## src/rtl/gibs_ram.sv

```systemverilog
// Generic single-write, single-read RAM with registered read data.
module gibs_ram #(
   parameter int WIDTH = 64,
   parameter int DEPTH = 64
) (
   input  logic                                   clock,
   input  logic                                   wr_en,
   input  logic [((DEPTH > 1) ? $clog2(DEPTH) : 1)-1:0] wr_addr,
   input  logic [WIDTH-1:0]                       wr_data,
   input  logic                                   rd_en,
   input  logic [((DEPTH > 1) ? $clog2(DEPTH) : 1)-1:0] rd_addr,
   output logic [WIDTH-1:0]                       rd_data
);
   logic [WIDTH-1:0] mem_ff [DEPTH];
   logic [WIDTH-1:0] rd_data_ff;

   always_ff @(posedge clock) begin
      if (wr_en) begin
         mem_ff[wr_addr] <= wr_data;
      end
      if (rd_en) begin
         rd_data_ff <= mem_ff[rd_addr];
      end
   end

   assign rd_data = rd_data_ff;
endmodule

```

## config.mk

```make
export PLATFORM = sky130hd
export DESIGN_NAME = gibs_ram
export DESIGN_NICKNAME = d
export VERILOG_FILES = /design/src/rtl/gibs_ram.sv
export SDC_FILE = /design/constraint.sdc
export NUM_CORES = 2
export LEC_CHECK = 0
export BUFFER_PORTS_ARGS = -buffer_cell sky130_fd_sc_hd__buf_2
export CAP_MARGIN = 20
export CORE_MARGIN = 3
export CORE_UTILIZATION = 35
export CTS_CLUSTER_DIAMETER = 40
export DETAILED_ROUTE_END_ITERATION = 10
export GPL_ROUTABILITY_DRIVEN = 0
export PLACE_DENSITY_LB_ADDON = 0.1
export SYNTH_ARGS = -nofsm -noshare
export SYNTH_HDL_FRONTEND = slang
export SYNTH_SLANG_ARGS = --single-unit
```

## constraint.sdc

```tcl
create_clock -name clock -period 9.2 [get_ports clock]
set_input_delay 0.46 -clock clock [delete_from_list [all_inputs] [get_ports clock]]
set_output_delay 0.46 -clock clock [all_outputs]
set_load 0.02 [all_outputs]
```

==> reports/qor.yml <==
synth-edff-count: 4160
met3_length_um: 26000
clock.fmax_ghz: 0.260
die_area_sq_um: 457000
crit_path_start_kind: "input port"
clock-sinks: 4160
outcome: "complete, no violations"
wl_met2_um: 255000
setup_slack_ns: 5.36
min_period_ns: 3.84
htree_levels: 6
cap_viol_max_count: 0
synth_warnings: 0
hpwl_um: 271000
grt_pass1_wl_um: 689000
grt_util_all_layers_pct: 22.1
netlist_instances: 6598
synth-seq-cells: 4160
vias: 76509
ys_top_cells_by_count: "edfxtp_1 (4160), mux4_2 (1024), buf_2 (170)"
io_buffers: 142
critPathMaxStageDelay_ns: 0.83
ioPinCount: 143
ctsResizeCount: 0
clock_path_buffers: 4
route.detailed.drc: 0
slowest_stage: "buf_4"
min_from: "wr_data[13]"
worstPathCellList: "buf_8, buf_4, buf_4, buf_4, mux4_2, or3_1, a41oi_1, a211oi_1"
path_class: "input port to flop"
die_w_um: 676
drtIter0Drc: 8318
netlist_area_sq_um: 157000
routedWlPerCell_um: 37.0
setup_tns_ns: 0
clkLatencyLatePin_ns: 1.04
end_kind: "flop"
grt_max_degree: 124
start_util_pct: 35.2
syn_area_per_cell_sq_um: 23.8
num-fill-cells: 38429
cts_setup_buffers: 0
p_per_area_nw_per_um2: 246
rows: 245
drt_wl_total_um: 508000
syn_nets: 6677
hold_buffers: 1
yosysUniqueCellTypes: 32
synth_flop_cell: "edfxtp_1"
area_growth_pct: 19.5
ir_worst_vdd_v: 0.000181
relSlewSlack_pct: 22.0
grt_pass1_vias: 79232
drtAntennaViolNets: 0
multi_input_area_sq_um: 30800
cp_max_fo: 52
required_ns: 9.93
period_share_pct: 41.7
fin_skew_ns: 0.0401
worstHoldPathType: "input port to flop"
cts-root-buf: "clkbuf_16"
synth.area.top_cells: "edfxtp_1 (80%), mux4_2 (15%), mux2i_1 (0.86%)"
path_clk_slew_ns: 0.05
cts_buffers: 601
rsz0062_at_grt: "false"
setup_violations: 0
cp.arrival_ns: 4.57
drive_above_1_share_pct: 32.1
highest_layer: "met5"
startpoint: "rd_addr[2]"
worst_path_most_repeated_cell: "buf_4"
seqCellArea_sq_um: 125000
routedLengthMet1_um: 214000
worst_pin_slew_ns: 1.17
grt_overflow: 0
leakage_nw: 58.9
place_ws_ns: 4.25
antenna_found_initial: 54
synth_top_area_share_pct: 79.6
seq_area_frac_synth_pct: 79.6
dr.pass1.iters: 6
coreArea_sq_um: 446000
slew_viol_final: 0
cts_tree: "done"
die_y_um: 676
num-nets-final: 7357
final_hold_viol_count: 0
yosysMostFrequentCell: "edfxtp_1"
reg2reg_from: "mem_ff[51][3]"
postSynth.asyncResetShare_pct: 0
synth_top_area_cell: "edfxtp_1"
viasPerCell: 5.57
-- where the power goes --
group          internal [mW]  leakage, nW  switching [mW]  total (mW)
combinational          0.685         11.6            1.22        1.90
clock                   14.4         9.80            8.71        23.1
sequential              21.0         37.5          0.0916        21.1
total                   36.1         58.9            10.0        46.1
-- placed cells by master (no fill, tap or decap), drive strengths merged, types with 64 or more instances in the layout --
cell	count
a22o	88
a22oi	168
and3	64
buf	408
bufinv	73
clkbuf	684
clkinv	223
edfxtp	4160
inv	84
mux2i	135
mux4	1024
nor2	112
o22ai	83
-- layer usage --
metal,vias up,track usage [%]
li1,30199,-
met1,43049,30.2
met2,2561,37.5
met3,692,2.93
met4,8,5.45
met5,-,0.177
-- per-stage QoR --
stage | cells | power [mW] | instance area (sq um) | hold WS, ns | utilization, %
final | 13726 | 46.1 | 188000 | 0.0904 | 42.1
after global placement | 12519 | 23.4 | 166000 | 0.899 | 37.2
after detailed placement | 12526 | 23.4 | 166000 | 0.904 | 37.2
after CTS | 13622 | 46.6 | 186000 | 0.0331 | 41.8
after global routing | 13701 | 47.5 | 188000 | 0.0753 | 42.0
after floorplan | 6598 | 22.5 | 157000 | 0.559 | -
-- registers in the layout (all words and copies together) (netlist names) --
name,flops
rd_data,64
mem_ff,4096
-- critical path: cells and delay by family --
| family | cells | cell delay (ns) |
|---|---|---|
| AND/OR/NAND/NOR | 1 | 0.32 |
| multiplexers | 1 | 0.40 |
| AO/OA/AOI/OAI | 2 | 0.49 |
| buffers and inverters | 4 | 2.76 |
-- cell type report --
| cell class | instances | share of cell area, % |
|---|---|---|
| Inverter | 19 | 0.0380 |
| Multi-Input combinational cell | 2049 | 16.4 |
| Timing Repair Buffer | 447 | 2.17 |
| Clock buffer | 684 | 8.33 |
| Tap cell | 5928 | 3.95 |
| Antenna cell | 28 | 0.0373 |
| Clock inverter | 411 | 2.46 |
| Sequential cell | 4160 | 66.6 |
-- cells by family after synthesis --
| family | count (synthesis) | synth area share (%) |
|---|---|---|
| buffers and inverters | 389 | 1.18 |
| and+or+nand+nor | 386 | 1.23 |
| muxes | 1159 | 15.6 |
| DFF | 4160 | 79.6 |
| AOI/OAI and AO/OA | 504 | 2.47 |
-- path summary, 6_finish.rpt --
check	to	slack [ns]	cells after the start
hold reg to reg	rd_data[28]	0.92	4
setup reg to reg	rd_data[3]	6.82	6
setup / recovery	rd_data[25]	5.36	8
hold / removal	mem_ff[0][13]	0.09	2
Note: power is estimated with default switching activity, not from simulation.
