File: src/rtl/gibs_pkg.sv
// Shared types, constants and helpers of the greedy IoU box suppression block.
package gibs_pkg;

   localparam int MAX_KEPT = 64;
   localparam int KEPT_AW  = (MAX_KEPT > 1) ? $clog2(MAX_KEPT) : 1;
   localparam int CNT_W    = $clog2(MAX_KEPT + 1);

   localparam int CSR_AW = 3;
   localparam logic ADDR_IOU_THRESHOLD = 1'b0;
   localparam logic [15:0] IOU_THRESHOLD_RESET = 16'd29491;

   // Edge positions in 2^-15 units and overlaps are held in 20 signed bits.
   localparam int SPAN_W  = 20;
   localparam int INTER_W = 36;
   localparam int PROD_W  = 52;

   // Packed so that center_x sits in bits 15..0 and box_height in 63..48.
   typedef struct packed {
      logic [15:0] h;
      logic [15:0] w;
      logic [15:0] cy;
      logic [15:0] cx;
   } box_type;

   typedef struct packed {
      logic valid;
      logic over;
      logic busy;
   } iou_res_type;

   typedef enum logic [3:0] {
      ST_IDLE   = 4'b0001,
      ST_SCAN   = 4'b0010,
      ST_DRAIN  = 4'b0100,
      ST_FINISH = 4'b1000
   } state_type;

   // Signed overlap of two spans given by center and size.
   function automatic logic signed [SPAN_W-1:0] span_overlap(
      input logic [15:0] ca, input logic [15:0] sa,
      input logic [15:0] cb, input logic [15:0] sb);
      logic signed [SPAN_W-1:0] la, ra, lb, rb, lo, hi;
      la = $signed({3'b000, ca, 1'b0}) - $signed({4'b0000, sa});
      ra = $signed({3'b000, ca, 1'b0}) + $signed({4'b0000, sa});
      lb = $signed({3'b000, cb, 1'b0}) - $signed({4'b0000, sb});
      rb = $signed({3'b000, cb, 1'b0}) + $signed({4'b0000, sb});
      lo = (la > lb) ? la : lb;
      hi = (ra < rb) ? ra : rb;
      return hi - lo;
   endfunction

endpackage

File: src/rtl/gibs_iou.sv
// Pipelined IoU limit test of the current box against one stored box per cycle.
module gibs_iou (
   input  logic               clock,
   input  logic               reset,
   input  logic               in_valid,
   input  gibs_pkg::box_type  stored_box,
   input  gibs_pkg::box_type  cur_box,
   input  logic [31:0]        cur_area,
   input  logic [15:0]        iou_threshold,
   output gibs_pkg::iou_res_type res
);
   import gibs_pkg::*;

   logic                     v1_ff, v2_ff, v3_ff, v4_ff, v5_ff;
   logic signed [SPAN_W-1:0] ow_ff, oh_ff;
   logic [15:0]              bw_ff, bh_ff;
   logic [INTER_W-1:0]       inter2_ff, inter3_ff, inter4_ff;
   logic [31:0]              area_b_ff;
   logic [INTER_W-1:0]       union_ff;
   logic [PROD_W-1:0]        prod_ff;
   logic                     over_ff;

   logic signed [SPAN_W-1:0] ow_in, oh_in;
   logic [INTER_W-1:0]       inter_in, union_in;
   logic [PROD_W-1:0]        prod_in;
   logic                     over_in;

   always_comb begin
      ow_in = span_overlap(stored_box.cx, stored_box.w, cur_box.cx, cur_box.w);
      oh_in = span_overlap(stored_box.cy, stored_box.h, cur_box.cy, cur_box.h);
      // A negative extent on either axis means the boxes do not touch.
      if (!ow_ff[SPAN_W-1] && !oh_ff[SPAN_W-1]) begin
         inter_in = INTER_W'(ow_ff[17:0]) * INTER_W'(oh_ff[17:0]);
      end else begin
         inter_in = '0;
      end
      union_in = {2'b00, cur_area, 2'b00} + {2'b00, area_b_ff, 2'b00} - inter2_ff;
      prod_in  = PROD_W'(iou_threshold) * PROD_W'(union_ff);
      over_in  = {inter4_ff, 16'h0000} > prod_ff;
   end

   always_ff @(posedge clock) begin
      if (reset) begin
         v1_ff <= 1'b0;
         v2_ff <= 1'b0;
         v3_ff <= 1'b0;
         v4_ff <= 1'b0;
         v5_ff <= 1'b0;
      end else begin
         v1_ff <= in_valid;
         v2_ff <= v1_ff;
         v3_ff <= v2_ff;
         v4_ff <= v3_ff;
         v5_ff <= v4_ff;
      end
      ow_ff     <= ow_in;
      oh_ff     <= oh_in;
      bw_ff     <= stored_box.w;
      bh_ff     <= stored_box.h;
      inter2_ff <= inter_in;
      area_b_ff <= bw_ff * bh_ff;
      inter3_ff <= inter2_ff;
      union_ff  <= union_in;
      inter4_ff <= inter3_ff;
      prod_ff   <= prod_in;
      over_ff   <= over_in;
   end

   assign res.valid = v5_ff;
   assign res.over  = over_ff;
   assign res.busy  = v1_ff | v2_ff | v3_ff | v4_ff | v5_ff;
endmodule

File: config.mk
export PLATFORM = sky130hd
export DESIGN_NAME = gibs_iou
export DESIGN_NICKNAME = d
export VERILOG_FILES = /design/src/rtl/gibs_pkg.sv /design/src/rtl/gibs_iou.sv
export SDC_FILE = /design/constraint.sdc
export NUM_CORES = 2
export LEC_CHECK = 0
export BUFFER_PORTS_ARGS = -buffer_cell sky130_fd_sc_hd__buf_2
export CORE_MARGIN = 1.5
export CORE_UTILIZATION = 52
export CTS_BUF_LIST = sky130_fd_sc_hd__clkbuf_16
export DETAILED_ROUTE_END_ITERATION = 6
export GPL_ROUTABILITY_DRIVEN = 0
export GPL_TIMING_DRIVEN = 0
export HOLD_SLACK_MARGIN = 0.05
export PLACE_DENSITY = 0.75
export SLEW_MARGIN = 0
export SYNTH_ARGS = -nofsm -noshare
export SYNTH_HDL_FRONTEND = slang
export SYNTH_SLANG_ARGS = --single-unit
File: constraint.sdc
create_clock -name clock -period 8.4 [get_ports clock]
set_input_delay 1.26 -clock clock [delete_from_list [all_inputs] [get_ports clock]]
set_output_delay 1.26 -clock clock [all_outputs]
set_load 0.02 [all_outputs]
==> run summary <==
Minimum clock period - 8270 ps
First-pass GRT wire length - 246 mm
Number of flops mapped to enable cells by yosys - 0
Synth top area cells - fa_1, ha_1, dfxtp_1
GRT Util Overall - 0.282
Finish-stage setup viols - 0
Area share of the largest cell type after synthesis - 0.343
TritonCTS clock tree - yes
MaxCap Viol Count - 0
Warnings from Yosys - 0
Outcome - finished clean
Wire per inst - 18.6 µm
Clock sink count - 303
H-tree levels - 2
Worst Setup End Kind - flip-flop
Most frequently used flop master after synthesis - dfxtp_1
GRT overflow - 0
Vias - 44.4k
Post-Syn Area - 0.0563 mm²
CTS Root Cell - clkbuf_16
Vias/cell - 5.43
Synth area leader - fa_1
Final Cycle Share - 0.984
Worst-path fanout max - 10
Post-Syn Instances - 6537
DRC violations left - 0
Worst Skew - 21.5 ps
Mean Syn Cell Area - 8.61 µm²
HP Class - reg2reg
Critical path class - in2reg
Share of cells above drive strength 1 - 0.0443
Port bufs - 168
Horizontal die dimension - 332 µm
Final Slew Violations - 0
CP Launch Type - input pin
Worst endpoint required time - 8820 ps
Seq cells post-synth - 303
Total CTS buffers - 34
Seq/Total Area, Yosys - 0.108
Initial antenna violation count - 6
Vias in the first global route - 46.6k
Worst-Margin Slew - 1230 ps
Pin count of the biggest net entering global routing - 15
ANT nets after route - 0
Syn_nets - 8316
DP HPWL - 130 mm
Slew headroom - 0.175
Initial Util - 0.525
Hold Fails Final Rpt - 0
Drt total wl - 152 mm
IO Pins - 182
Clock tree buffer depth - 3
DIE AREA - 0.110 mm²
Final worst setup slack - 133 ps
Core box area - 0.107 mm²
Post-place setup slack - -948 ps
Unrepaired setup endpoints after global routing - yes
Final net count - 8525
Clk pin slew, worst setup/hold paths - 60 ps
Drt initial violations - 2825
Area Growth Syn to Fin - 6.85%
Fmax - 0.121 GHz
Worst Path Arrival - 8690 ps
Die Span Y - 332 µm
Site row count - 120
Pre-antenna DRT Iters - 5
Ys async rst share - 0
Clock latency on the worst-skew pair - 560 ps
Most common cell after layout, fill and taps aside - inv_1
Post-synth cell types - 80
Most frequent cells in the layout - inv_1, fa_1, nand2_1
==> routing by layer <==
layer  global-route usage  up-vias  share of wire
li1                     -    20400              -
met1                0.341    21600           0.38
met2                0.476     1923           0.47
met3               0.0633      427          0.095
met4                0.130       10          0.054
met5                    0        -        0.00037
==> synth_stat cells, types with 36 or more instances <==
master,number
o21ai_0,137
inv_1,1473
and2_1,390
o21a_1,44
nand3_1,36
and3_1,36
mux2i_1,56
a21o_1,111
ha_1,634
nor2_1,220
xor2_1,57
nor3_1,62
dfxtp_1,303
nand2_1,905
clkbuf_1,224
o21bai_1,39
nor2b_1,60
a21oi_1,217
xnor2_1,195
nand2b_1,44
fa_1,966
==> critical path, cell delays in order <==
cell	delay, ps
clkdlybuf4s15_1	600
clkbuf_1	670
nand2_1	140
fa_1	510
inv_1	50
fa_1	480
fa_1	600
fa_1	460
fa_1	500
inv_1	50
fa_1	480
inv_1	40
ha_1	350
a21o_1	190
a21o_1	180
a2111oi_0	510
o41ai_1	190
o2bb2ai_1	190
a211oi_4	380
o21ai_0	240
a311oi_1	350
o21bai_1	110
xnor2_1	140
==> flip-flops by register name (all words and copies together), names as in the netlist, 16 cells and up <==
name / cells
inter3_ff: 35
inter2_ff: 36
prod_ff: 52
inter4_ff: 36
bh_ff: 16
ow_ff: 19
oh_ff: 19
union_ff: 36
area_b_ff: 32
bw_ff: 16
==> final cells by class <==
cell class,instances,area [µm²]
Fill cell,9497,47000
Multi-Input combinational cell,4528,43900
Sequential cell,303,6070
Inverter,1473,5530
Tap cell,1403,1760
Buffer,233,947
Timing Repair Buffer,173,881
Clock buffer,34,851
Clock inverter,25,265
Antenna cell,2,5.00
==> stage by stage <==
stage	std cells	hold WS, ps	setup TNS (ps)	area, µm²	util
floorplan	6537	310	0	56300	-
global placement	8108	311	-18790	58900	0.549
detailed placement	8109	312	-9910	58900	0.550
CTS	8170	322	0	60100	0.560
global route	8173	329	-73.9	60200	0.561
finish	8174	323	0	60200	0.561
==> final timing paths <==
path	startpoint	endpoint	slack, ps	cells past startpoint
worst max-delay path	iou_threshold[9]	prod_ff[51]	130	23
worst max register to register	union_ff[17]	prod_ff[51]	830	22
worst min register to register	inter3_ff[17]	inter4_ff[17]	320	0
worst min-delay path	inter3_ff[17]	inter4_ff[17]	320	0
==> cells by family (layout without fill, tap and decap cells) <==
logic type	Yosys count	in the layout	share of synthesized area
AO/OA/AOI/OAI	750	750	0.0870
adder cells (fa/ha/maj)	1600	1600	0.484
other	0	2	0
flip-flops	303	303	0.108
buffers and inverters	1706	1938	0.114
XOR/XNOR	252	252	0.0392
AND/OR/NAND/NOR	1860	1860	0.156
multiplexers	66	66	0.0120
==> timing repair <==
action                     CTS  global route
resized for setup            8            52
gates cloned                 0             0
pin swaps                    1             2
setup buffers                2             2
hold buffers                 0             0
setup endpoints to repair    6            20
Power is not shown: default switching activity piles up to over one toggle a cycle in this logic, so the estimate is an artifact.
